**src/hdl/upd_pkg.sv**
```systemverilog
`timescale 1ns / 1ps
// Package for the URL percent decoder: transaction types, codes and helper functions.
package upd_pkg;

    localparam int LENGTH_BITS_DEF = 16;
    localparam int CFG_IDX_W       = 2;
    localparam int CFG_DATA_W      = 16;
    localparam int OUT_LEN_W       = 16;

    // Register indexes of the configuration port
    localparam logic [CFG_IDX_W-1:0] CFG_FORM_MODE   = 2'd0;
    localparam logic [CFG_IDX_W-1:0] CFG_MAX_OUT_LEN = 2'd1;

    localparam logic [CFG_DATA_W-1:0] MAX_OUT_LEN_RST = 16'hFFFF;

    localparam logic [7:0] CHR_PCT   = 8'h25;  // '%'
    localparam logic [7:0] CHR_PLUS  = 8'h2B;  // '+'
    localparam logic [7:0] CHR_SPACE = 8'h20;  // ' '

    typedef struct packed {
        logic [7:0] in_byte;
        logic       in_last;
    } t_in;

    typedef struct packed {
        logic [7:0]           out_byte;
        logic                 byte_valid;
        logic                 out_last;
        logic [OUT_LEN_W-1:0] out_length;
    } t_out;

    typedef enum logic [2:0] {
        ESC_NONE  = 3'b001,
        ESC_PCT   = 3'b010,
        ESC_DIGIT = 3'b100
    } t_esc;

    function automatic logic is_hex(input logic [7:0] b);
        return (b >= 8'h30 && b <= 8'h39) || (b >= 8'h61 && b <= 8'h66) ||
               (b >= 8'h41 && b <= 8'h46);
    endfunction

    // Nibble value of a hex digit, either case
    function automatic logic [3:0] hex_val(input logic [7:0] b);
        logic [7:0] v;
        if (b <= 8'h39) begin
            v = b - 8'h30;
        end else if (b <= 8'h46) begin
            v = b - 8'h37;
        end else begin
            v = b - 8'h57;
        end
        return v[3:0];
    endfunction

endpackage

```
**src/hdl/url_percent_decoder_core.sv**
```systemverilog
`timescale 1ns / 1ps
// URL percent decoder core: one raw byte per transaction in, decoded bytes out.
// A result enters the output register as its input is taken, when the output is free.
// Throughput: one input per cycle while each gives at most one result and the output is taken;
//   extra results (a failed escape replays '%' and the held digit) or a stalled output fill the
//   three-entry pending queue; input ready stays low until it drains, one result per cycle while taken.
// Reset: synchronous, active low; clears escape state, count, queue and output valid, and
//   loads form_mode 0 and max_out_len 65535. No clearing pass.
module url_percent_decoder_core #(
    parameter int LENGTH_BITS = upd_pkg::LENGTH_BITS_DEF
) (
    input  logic                          i_clk,
    input  logic                          i_rst_n,
    input  logic                          i_in_valid,
    output logic                          o_in_ready,
    input  upd_pkg::t_in                  i_in,
    output logic                          o_out_valid,
    input  logic                          i_out_ready,
    output upd_pkg::t_out                 o_out,
    input  logic                          i_cfg_valid,
    output logic                          o_cfg_ready,
    input  logic [upd_pkg::CFG_IDX_W-1:0] i_cfg_index,
    input  logic [upd_pkg::CFG_DATA_W-1:0] i_cfg_data
);

    // Working width for limit arithmetic: wide enough for both the count and max_out_len
    localparam int LW = (LENGTH_BITS > upd_pkg::CFG_DATA_W) ? LENGTH_BITS
                                                             : upd_pkg::CFG_DATA_W;
    localparam logic [LW-1:0] CAP = LW'({LENGTH_BITS{1'b1}});

    // Configuration registers
    logic                          r_form_mode;
    logic [upd_pkg::CFG_DATA_W-1:0] r_max_len;

    // Decode state
    upd_pkg::t_esc          r_esc, n_esc;
    logic [7:0]             r_held, n_held;
    logic [LENGTH_BITS-1:0] r_cnt, n_cnt;

    // Output register and pending queue (results of one transaction that wait for the output)
    logic          r_out_valid, n_out_valid;
    upd_pkg::t_out r_out, n_out;
    upd_pkg::t_out r_pend [3];
    upd_pkg::t_out n_pend [3];
    logic [1:0]    r_pcnt, n_pcnt;

    // Results of the transaction being accepted
    upd_pkg::t_out new_res [3];
    logic [1:0]    new_m;

    logic in_acc;
    logic out_free;

    assign o_cfg_ready = 1'b1;
    // Input is taken only when no extra results are queued; the queue acts as the skid stage
    assign o_in_ready  = (r_pcnt == 2'd0);
    assign in_acc      = i_in_valid && o_in_ready;
    assign out_free    = !r_out_valid || i_out_ready;
    assign o_out_valid = r_out_valid;
    assign o_out       = r_out;

    // ---------------------------------------------------------------
    // Decode one byte: up to three candidate bytes, then apply the limit
    // ---------------------------------------------------------------
    always_comb begin
        logic [7:0]    b;
        logic          last;
        logic          hex;
        logic          p_emit;
        logic [7:0]    p_byte;
        logic          p_esc;
        logic [7:0]    cand [3];
        logic [1:0]    k;
        logic [LW-1:0] limit;
        logic [LW-1:0] cnt_w;
        logic [LW-1:0] avail;
        logic [LW-1:0] len_j;
        logic [1:0]    n;

        b      = i_in.in_byte;
        last   = i_in.in_last;
        hex    = upd_pkg::is_hex(b);

        // Plain handling of the current byte
        p_esc  = (b == upd_pkg::CHR_PCT) && !last;
        p_emit = !p_esc;
        p_byte = (r_form_mode && b == upd_pkg::CHR_PLUS) ? upd_pkg::CHR_SPACE : b;

        cand[0] = p_byte;
        cand[1] = p_byte;
        cand[2] = p_byte;
        k       = {1'b0, p_emit};
        n_esc   = p_esc ? upd_pkg::ESC_PCT : upd_pkg::ESC_NONE;
        n_held  = r_held;

        case (r_esc)
            upd_pkg::ESC_NONE: begin
                cand[0] = p_byte;
                k       = {1'b0, p_emit};
            end
            upd_pkg::ESC_PCT: begin
                if (hex && !last) begin
                    n_held = b;
                    n_esc  = upd_pkg::ESC_DIGIT;
                    k      = 2'd0;
                end else begin
                    // escape failed: replay '%', then the byte as usual
                    cand[0] = upd_pkg::CHR_PCT;
                    cand[1] = p_byte;
                    k       = 2'd1 + {1'b0, p_emit};
                end
            end
            upd_pkg::ESC_DIGIT: begin
                if (hex) begin
                    cand[0] = {upd_pkg::hex_val(r_held), upd_pkg::hex_val(b)};
                    n_esc   = upd_pkg::ESC_NONE;
                    k       = 2'd1;
                end else begin
                    cand[0] = upd_pkg::CHR_PCT;
                    cand[1] = r_held;
                    cand[2] = p_byte;
                    k       = 2'd2 + {1'b0, p_emit};
                end
            end
            default: begin
                k = 2'd0;
            end
        endcase

        if (last) begin
            n_esc = upd_pkg::ESC_NONE;
        end

        // Length limit: bytes past it are dropped
        limit = (LW'(r_max_len) < CAP) ? LW'(r_max_len) : CAP;
        cnt_w = LW'(r_cnt);
        avail = (cnt_w >= limit) ? '0 : (limit - cnt_w);
        n     = (avail < LW'(k)) ? avail[1:0] : k;

        for (int j = 0; j < 3; j++) begin
            len_j = cnt_w + LW'(j + 1);
            new_res[j].out_byte   = cand[j];
            new_res[j].byte_valid = 1'b1;
            new_res[j].out_last   = last && (2'(j + 1) == n);
            new_res[j].out_length = len_j[upd_pkg::OUT_LEN_W-1:0];
        end

        // Last byte with nothing emitted: one empty closing result
        if (n == 2'd0) begin
            new_res[0].out_byte   = 8'h00;
            new_res[0].byte_valid = 1'b0;
            new_res[0].out_last   = 1'b1;
            new_res[0].out_length = cnt_w[upd_pkg::OUT_LEN_W-1:0];
            new_m                 = {1'b0, last};
        end else begin
            new_m = n;
        end

        n_cnt = last ? '0 : (r_cnt + LENGTH_BITS'(n));
    end

    // ---------------------------------------------------------------
    // Output register and pending queue
    // ---------------------------------------------------------------
    always_comb begin
        n_out_valid = r_out_valid;
        n_out       = r_out;
        n_pend      = r_pend;
        n_pcnt      = r_pcnt;

        if (r_pcnt != 2'd0) begin
            if (out_free) begin
                n_out_valid = 1'b1;
                n_out       = r_pend[0];
                n_pend[0]   = r_pend[1];
                n_pend[1]   = r_pend[2];
                n_pcnt      = r_pcnt - 2'd1;
            end
        end else if (in_acc) begin
            if (out_free) begin
                n_out_valid = (new_m != 2'd0);
                n_out       = new_res[0];
                n_pend[0]   = new_res[1];
                n_pend[1]   = new_res[2];
                n_pcnt      = (new_m != 2'd0) ? (new_m - 2'd1) : 2'd0;
            end else begin
                n_pend = new_res;
                n_pcnt = new_m;
            end
        end else if (out_free) begin
            n_out_valid = 1'b0;
        end
    end

    // Control state
    always_ff @(posedge i_clk) begin
        if (!i_rst_n) begin
            r_form_mode <= 1'b0;
            r_max_len   <= upd_pkg::MAX_OUT_LEN_RST;
            r_esc       <= upd_pkg::ESC_NONE;
            r_cnt       <= '0;
            r_out_valid <= 1'b0;
            r_pcnt      <= 2'd0;
        end else begin
            if (i_cfg_valid && o_cfg_ready) begin
                if (i_cfg_index == upd_pkg::CFG_FORM_MODE) begin
                    r_form_mode <= i_cfg_data[0];
                end else if (i_cfg_index == upd_pkg::CFG_MAX_OUT_LEN) begin
                    r_max_len <= i_cfg_data;
                end
            end
            if (in_acc) begin
                r_esc <= n_esc;
                r_cnt <= n_cnt;
            end
            r_out_valid <= n_out_valid;
            r_pcnt      <= n_pcnt;
        end
    end

    // Payload registers, no reset
    always_ff @(posedge i_clk) begin
        if (in_acc) begin
            r_held <= n_held;
        end
        r_out  <= n_out;
        r_pend <= n_pend;
    end

endmodule

```
**config.mk**
```make
export PLATFORM = sky130hd
export DESIGN_NAME = url_percent_decoder_core
export DESIGN_NICKNAME = d
export VERILOG_FILES = /design/src/hdl/upd_pkg.sv /design/src/hdl/url_percent_decoder_core.sv
export SDC_FILE = /design/constraint.sdc
export NUM_CORES = 1
export LEC_CHECK = 0
export CORE_MARGIN = 4
export CORE_UTILIZATION = 30
export CTS_CLUSTER_SIZE = 14
export DETAILED_ROUTE_END_ITERATION = 6
export DONT_BUFFER_PORTS = 1
export PLACE_DENSITY_LB_ADDON = 0.15
export SYNTH_ARGS = -nofsm -noshare
export SYNTH_HDL_FRONTEND = slang
export SYNTH_SLANG_ARGS = --single-unit
```
**constraint.sdc**
```tcl
create_clock -name i_clk -period 5.49 [get_ports i_clk]
set_input_delay 0 -clock i_clk [delete_from_list [all_inputs] [get_ports i_clk]]
set_output_delay 0 -clock i_clk [all_outputs]
set_load 0.005 [all_outputs]
```
# After elaboration in Yosys (flattened, before gate mapping)

Index checks and enable logic that the tools add are counted.

Register bits after elaboration: 150
Input port bits: 32
Output and inout bits: 29

Add/subtract/negate cells: 15
Magnitude comparators: 11
Equal/unequal tests: 10
Muxes and demuxes: 44
Bitwise gates (word level): 3
Reduce and logical (&&, ||, !) cells: 28

Operators by type and width:

| cell                  | number |
|---|---|
| $mux 26               | 6 |
| $mux 52               | 3 |
| $mux 16               | 5 |
| $mux 78               | 1 |
| $add 16x2->16 const B | 2 |
| $pmux 8 s2            | 2 |
| $le 8x7->1 const B    | 3 |
| $mux 8                | 3 |
| $mux 2                | 11 |
| $add 16x1->16 const B | 1 |
| $add 16x2->16         | 1 |
| $eq 8x6->1 const B    | 2 |
| $ge 16x16->1          | 1 |
| $ge 8x7->1 const B    | 2 |
| $le 8x6->1 const B    | 2 |
| $lt 16x16->1 const B  | 1 |
| $lt 16x2->1           | 1 |
| $mux 4                | 4 |
| $sub 16x16->16        | 1 |
| $sub 4x3->4 const B   | 4 |
| $logic_and 1x1->1     | 10 |
| $reduce_and 3->1      | 3 |
| $ge 8x6->1 const B    | 1 |
| $sub 4x1->4 const B   | 2 |
| other kinds (20)      | 39 |

# Logic depth before layout (Yosys ltp)

Gate-level depths: netlist of the first run.

Depth after elaboration: 16
Mapped depth: 23

# Worst setup path before layout of the first run

OpenSTA, ideal clock, no wires.

Path type: reg2reg
Start point: register r_cnt[6]
End point: register r_cnt[11]
Setup time: 0.072 ns
Arrival time: 4.679 ns
Data required time: 5.418 ns
Setup slack: 0.739 ns
Cell stages (with the launch flop): 23
Path buffers: 1
Clock period less this slack: 4.751 ns
Cells stage by stage: dfxtp_1 clkbuf_1 clkinv_1 ha_1 nand2_1 o21ai_0 o21ba_2 nor2_1 nor3_1 ha_1 inv_1 o221ai_1 inv_1 and4_2 nor2_1 inv_1 ha_1 a21oi_1 or3_1 nor2_1 nand3_1 or3_1 a21oi_1

Longest elaborated chain between the ends: 6
Elaborated cells on any way between the ends: 7
Those cells by class: 2 x add/sub; 2 x order compare; 3 x mux

RTL lines:

| element                                               | line                            | source |
|---|---|---|
| from (decl)                                           | url_percent_decoder_core.sv:38  | `logic [LENGTH_BITS-1:0] r_cnt, n_cnt;` |
| from (signal assigned)                                | url_percent_decoder_core.sv:214 | `r_cnt <= n_cnt;` |
| $sub 16x16->16 / $ge 16x16->1 (equally long branches) | url_percent_decoder_core.sv:137 | `avail = (cnt_w >= limit) ? '0 : (limit - cnt_w);` |
| $mux 16                                               | url_percent_decoder_core.sv:137 |  |
| $lt 16x2->1                                           | url_percent_decoder_core.sv:138 | `n = (avail < LW'(k)) ? avail[1:0] : k;` |
| $mux 2                                                | url_percent_decoder_core.sv:138 |  |
| $add 16x2->16 (*)                                     | url_percent_decoder_core.sv:159 | `n_cnt = last ? '0 : (r_cnt + LENGTH_BITS'(n));` |
| $mux 16 (*)                                           | url_percent_decoder_core.sv:159 |  |

Every way passes the cells marked *; elsewhere a longest branch is shown, timed or not.
A chain may end at the register's enable or synchronous reset.

# Final worst setup path of the first run

Start point: register r_cnt[14]
End point: register r_cnt[15]

Same word-level chain as after synthesis.

==> metrics, run 1 <==
post-DP HPWL=18.27 mm; initial core utilization=slightly above 30%; fraction of layout cells with a size suffix above 1=under 10%; All-Layer GR Usage=between 15 and 20%; path category of the worst min-delay check=in2reg; Final Worst Setup Slack=between 0.5 and 0.6 ns; synth unique cells=82; drc violations=0; Worst VDD drop=0.1655 mV; Longest Clk Path Bufs=2; Fin Hold WS=about 0.023 ns; FMAX=0.2018 GHz; Syn Inst Count=a little over 1000; die area=0.03320 mm2; starting DRC count in detailed routing=about 480; clk_skew=between 0.015 and 0.02 ns; largest net degree at the start of global routing=67; first-pass GRT wire length=roughly 41 mm; Leakage=0.003462 uW; antenna diode count=0; CP cell instances=inv_1 -> ha_1 -> nand4_1 -> or2_0 -> o21ba_2 -> nor2_1 -> nor3_1 -> ha_1 -> inv_1 -> o221ai_1 -> inv_1 -> and4_2 -> nor2_1 -> inv_1 -> ha_1 -> a21oi_1 -> or3_1 -> nor2_1 -> nand3_1 -> or3_1 -> a21oi_1; critical path class=reg2reg; Synth Flop Type=edfxtp_1; largest delay contributor family on the critical path=simple AND/OR/NAND/NOR gates; clock root buffer=clkbuf_16; EDFF count, synth=110; unrepaired setup endpoints after global routing=no; Vias/cell=about 5.1; Yosys warnings=0; Synth Net Count=about 1100; Mapped Avg Cell Area=8.908 um2; ys async rst share=0%; Crit path arrival time=between 5 and 6 ns; Num CTS Buffers=17; Post-CTS Setup Bufs=0; I/O pin count=between 60 and 70; Buffers on Ports=0; CP Capture Type=flop; critical-path maximum fanout=9; Slowest cell on crit path=dfxtp_1; Layout Nets=around 1100; Required @ worst endpoint=between 5 and 6 ns; Crit path top cell by count=inv_1; area of the multi-input gates=around 0.0045 mm2; Final Hold Vio Count=0; Yosys reg bits=around 150; relative slew slack=a little under half; CTS tree=done; status=finished, final reports clean; Slew @ Worst Pin=between 0.8 and 0.9 ns; sequential cell area=~0.004 mm2; Bufs and invs on worst path=4; Clock transition at path regs=approximately 0.080 ns; period utilization=about nine tenths; vias=around 7200; total power=approximately 2800 uW; crit-path max cell delay=0.50 ns; Setup TNS Final=0 ns; initial antenna violation count=0; RePlAce Congestion=roughly 0.85; drt total wl=around 26 mm; die height=182.2 um; area grow syn2layout=13.48%; post-detailed-route count of antenna-violating nets=0; vias in the first global route=slightly below 7000; register area share after synthesis=between 40% and 50%; drt wl/cell=18.47 um; Pwr Density=between 200 and 300 mW/mm2; CTS sink cnt=149; max_cap viols=0; row count=63; DRT Pass-1 Iters=5; Remaining Overflow, GRT=0; Mapped Area=approximately 0.0091 mm2; fill count=just over 3000; Setup Viol. Count Final=0; Die X-Extent=approximately 180 um; core area=approximately 0.030 mm2; htree depth=4; CP Launch Type=flop; clock period minus worst slack=a little under 5 ns; clock latency at the later pin of the worst-skew pair=between 0.4 and 0.5 ns; Setup Slack @ Placement=0.4795 ns; max-slew violations=0
==> layer usage <==
metal | track usage (%) | up-vias | wire, um
met5 | 0 | - | 0
met4 | 3.242 | 0 | 218
met3 | 1.993 | 15 | 852
met2 | 22.77 | 158 | 11270
met1 | 24.27 | 3461 | 13720
li1 | - | 3594 | -
==> final timing paths <==
check,start,to,slack [ns],cells after the start
setup / recovery,r_cnt[14],r_cnt[15],0.54,21
hold / removal,i_in[5],o_out[22],0.02,4
setup reg to reg,r_cnt[14],r_cnt[15],0.54,21
hold reg to reg,r_max_len[10],r_max_len[10],0.48,2
==> cell families (layout without fill, tap and decap cells) <==
family	Yosys count	after routing	share of synthesized area, %
and+or+nand+nor	397	397	20.34
DFF	149	149	44.86
adders and majority gates	32	32	4.563
AOI/OAI and AO/OA	224	224	15.61
buffers and inverters	130	129	5.580
muxes	24	24	2.749
xor gates and xnor gates	65	65	6.253
other	1	1	0.04119
==> where the power goes <==
group          internal [uW]  switching, uW  leakage [uW]
sequential              1270           20.6       0.00139
combinational           93.5            179       0.00179
clock                    682            528      0.000285
==> layout by cell type, fill, tap and decap left out, types with 7 or more instances in the layout <==
cell           instances
o21ai_1               15
o21ai_0               72
nor4_1                 7
nand4_1               14
nor2_1                90
or3_1                 12
ha_1                  28
edfxtp_1             110
nand3_1               35
a31oi_1               11
mux2i_1               19
a21o_1                 7
dlygate4sd3_1         29
a21oi_1               50
inv_1                 43
nand2_1              158
nor3_1                28
dfxtp_1               38
clkbuf_16             17
o221ai_1              11
buf_4                 23
xnor2_1               63
==> registers in the layout, indices dropped and copies added, names as in the netlist <==
name / count
r_pend: 76
r_held: 8
o_out_valid: 1
o_out: 26
r_max_len: 16
r_esc: 3
r_cnt: 16
r_form_mode: 1
r_pcnt: 2
==> tightest hold or removal path, cell delays in order <==
cell and delay [ns]:
a22oi_1 0.08, nor2_1 0.14, nand2_1 0.07, nand2_1 0.05
==> area by class of cell <==
type,count,share of cell area [%]
timing repair buffer,52,4.481
inverter,45,1.635
multi-input combinational,743,43.90
tap,390,4.723
clock buffer,17,4.118
clock inverter,15,1.599
sequential,149,39.54
==> synth_stat cells (all sizes together), types with 3 or more instances <==
| library cell | n | share of area, % |
|---|---|---|
| nor3b | 4 | 0.33 |
| mux2 | 5 | 0.66 |
| o221ai | 11 | 1.1 |
| o2111ai | 4 | 0.38 |
| a211o | 4 | 0.38 |
| a211oi | 3 | 0.25 |
| ha | 30 | 4.1 |
| and3b | 3 | 0.30 |
| nand4 | 15 | 1.1 |
| nand2 | 158 | 6.5 |
| a22oi | 6 | 0.65 |
| and3 | 6 | 0.48 |
| nand2b | 6 | 0.41 |
| o211ai | 8 | 0.77 |
| xnor2 | 63 | 6.1 |
| clkbuf | 75 | 3.1 |
| nor3 | 28 | 1.5 |
| a21o | 7 | 0.58 |
| or2 | 7 | 0.48 |
| dfxtp | 39 | 8.6 |
| a21oi | 51 | 2.8 |
| buf | 10 | 0.63 |
| o31ai | 4 | 0.33 |
| o21a | 5 | 0.41 |
| mux2i | 19 | 2.1 |
| o21ai | 87 | 4.8 |
| nor4 | 8 | 0.62 |
| or3b | 3 | 0.29 |
| or3 | 12 | 0.82 |
| nand3 | 35 | 1.9 |
| edfxtp | 110 | 36 |
| and4 | 4 | 0.40 |
| a41oi | 3 | 0.29 |
| and2 | 6 | 0.41 |
| nor2 | 91 | 3.8 |
| a31oi | 11 | 0.76 |
| inv | 44 | 1.8 |
==> through the flow <==
stage	cells	utilization (%)	instance area (um2)
after CTS	1411	34.65	10320
after floorplan	1022	-	9104
after global routing	1411	34.67	10330
final	1411	34.67	10330
after detailed placement	1350	31.70	9444
after global placement	1350	31.70	9444
==> what timing repair did <==
item | in CTS | in global routing
gates resized for setup | 0 | 3
endpoints found under the setup margin | 0 | 3
endpoints found under the hold margin | 48 | 0
hold buffers | 29 | 0
Note: power is estimated with default switching activity, not from simulation.
==> run 2: changes to the inputs <==
Settings changed: CORE_MARGIN 4 to not set.
==> run 2 against run 1 <==
Sequential share of layout area hardly changed. Final area hardly changed. Maximum frequency decreased by 1.5%. Critical path type unchanged. First-iteration DRC count down 2.1%. Utilization grew 0.071 points. Critical endpoint unchanged. Largest power group unchanged.
==> metrics, run 2 (synthesized netlist as in run 1, its figures left out) <==
status=finished, final reports clean; path category of the worst min-delay check=in2reg; crit-path max cell delay=0.51 ns; Slowest cell on crit path=ha_1; die height=approximately 180 um; clock root buffer=clkbuf_16; fill count=3073; All-Layer GR Usage=~18%; clock latency at the later pin of the worst-skew pair=~0.44 ns; Largest Register=r_pend; Bufs and invs on worst path=4; row count=63; starting DRC count in detailed routing=~470; Final Worst Setup Slack=around 0.46 ns; largest net degree at the start of global routing=64; first-pass GRT wire length=around 42 mm; area grow syn2layout=13.41%; Reg-to-Reg Start=r_cnt[10]; CP Capture Type=flop; DRT Pass-1 Iters=5; Leakage=approximately 0.0035 uW; Non-Filler Instances=1411; CTS sink cnt=approximately 150; clock period minus worst slack=slightly above 5 ns; RePlAce Congestion=0.8249; critical-path maximum fanout=10; I/O pin count=61; Worst VDD drop=between 0.15 and 0.2 mV; clk_skew=0.01670 ns; antenna diode count=0; Setup Slack @ Placement=~0.48 ns; fin util=a little over a third; hold path start=i_out_ready; Layout Nets=between 1000 and 1500; post-DP HPWL=18.29 mm; worst min-delay path endpoint=r_pend[53]; unrepaired setup endpoints after global routing=no; fraction of layout cells with a size suffix above 1=under 10%; drc violations=0; placed cells=1350; core area=about 0.03 mm2; max-slew violations=0; Required @ worst endpoint=just under 6 ns; CP Launch Type=flop; drt wl/cell=18.63 um; reg2reg end=r_cnt[15]; Buffers on Ports=0; period utilization=about nine tenths; initial core utilization=a little under a third; commonest non-fill, non-tap cell in the layout=nand2_1; Post-CTS Setup Bufs=0; Reg2Reg Setup Slack=0.46 ns; Num CTS Buffers=17; post-detailed-route count of antenna-violating nets=0; Vias/cell=slightly above 5; vias in the first global route=around 7200; area of the multi-input gates=approximately 0.0045 mm2; Longest Clk Path Bufs=2; Setup TNS Final=0 ns; Crit path top cell by count=inv_1; Setup Viol. Count Final=0; Pwr Density=about 270 mW/mm2; Final Hold Vio Count=0; FMAX=between 0.15 and 0.2 GHz; Hold Crit Depth=3; Clock transition at path regs=~0.07 ns; htree depth=4; vias=7248; max_cap viols=0; largest delay contributor family on the critical path=simple AND/OR/NAND/NOR gates; critical path class=reg2reg; sequential cell area=around 0.004 mm2; relative slew slack=between 40 and 50%; Worst Reg-to-Reg Cells=21; CTS tree=done; Largest register FFs=76; initial antenna violation count=0; drt total wl=about 26 mm; Slew @ Worst Pin=just over 0.8 ns; die area=0.03105 mm2; Remaining Overflow, GRT=0; CP cell instances=inv_1 -> ha_1 -> nand4_1 -> or2_0 -> o21ba_2 -> nor2_1 -> nor3_1 -> ha_1 -> inv_1 -> o221ai_1 -> inv_1 -> and4_2 -> nor2_1 -> inv_1 -> ha_1 -> a21oi_1 -> or3_1 -> nor2_1 -> nand3_1 -> or3_1 -> a21oi_1; Die X-Extent=around 180 um; Crit path arrival time=between 5 and 6 ns; most frequent cells in the layout=nand2_1 (158), edfxtp_1 (110), nor2_1 (90)
run 2: worst register-to-register path, delay by kind of cell (launching register included):
| kind | cells | cell delay, ns |
|---|---|---|
| buffers and inverters | 4 | 0.39 |
| adder cells (fa/ha/maj) | 3 | 1.03 |
| AND/OR/NAND/NOR | 10 | 2.31 |
| flip-flops | 1 | 0.43 |
| AO/OA/AOI/OAI | 4 | 0.79 |
run 2: layout make-up:
cell class              count  share of cell area, %
inverters                  45                  1.636
well taps                 390                  4.726
clock inverters            15                  1.551
multi-input cells         743                  43.90
repair buffers             52                  4.484
clock buffers              17                  4.120
flip-flops and latches    149                  39.58
run 2: worst max path at each step:
stage	start	endpoint	depth (start not counted)
finish	r_cnt[10]	r_cnt[15]	21
global route	r_cnt[10]	r_cnt[11]	21
CTS	r_cnt[10]	r_cnt[9]	21
detailed placement	r_cnt[9]	r_cnt[11]	21
global placement	r_cnt[13]	r_cnt[9]	21
floorplan	r_cnt[6]	r_cnt[11]	22
run 2: per-layer routing:
metal	GRT usage (%)	up-vias	wire (um)
li1	-	3590	-
met1	25.85	3502	13660
met2	27.17	139	11500
met3	3.079	17	860
met4	3.949	0	260
met5	0	-	0
run 2: what timing repair did:
item | in CTS | in global routing
hold buffers | 29 | 0
setup endpoints to repair | 0 | 3
endpoints found under the hold margin | 49 | 0
resized for setup | 0 | 3
run 2: metrics by stage:
step / hold WS (ns) / power [uW] / instance area [um2]
2_1_floorplan: 0.09887 / 1494 / 9104
3_3_place_gp: 0.07496 / 1566 / 9444
3_5_place_dp: 0.07775 / 1565 / 9444
4_1_cts: 0.002529 / 2787 / 10320
5_1_grt: 0.02493 / 2868 / 10320
6_report: 0.01177 / 2758 / 10320
run 2: where the power goes:
part           internal (uW)  switching [uW]  leakage [uW]
clock network            644             553      0.000280
logic                   93.3             179       0.00179
registers               1270            20.7       0.00139
total                   2000             753       0.00346
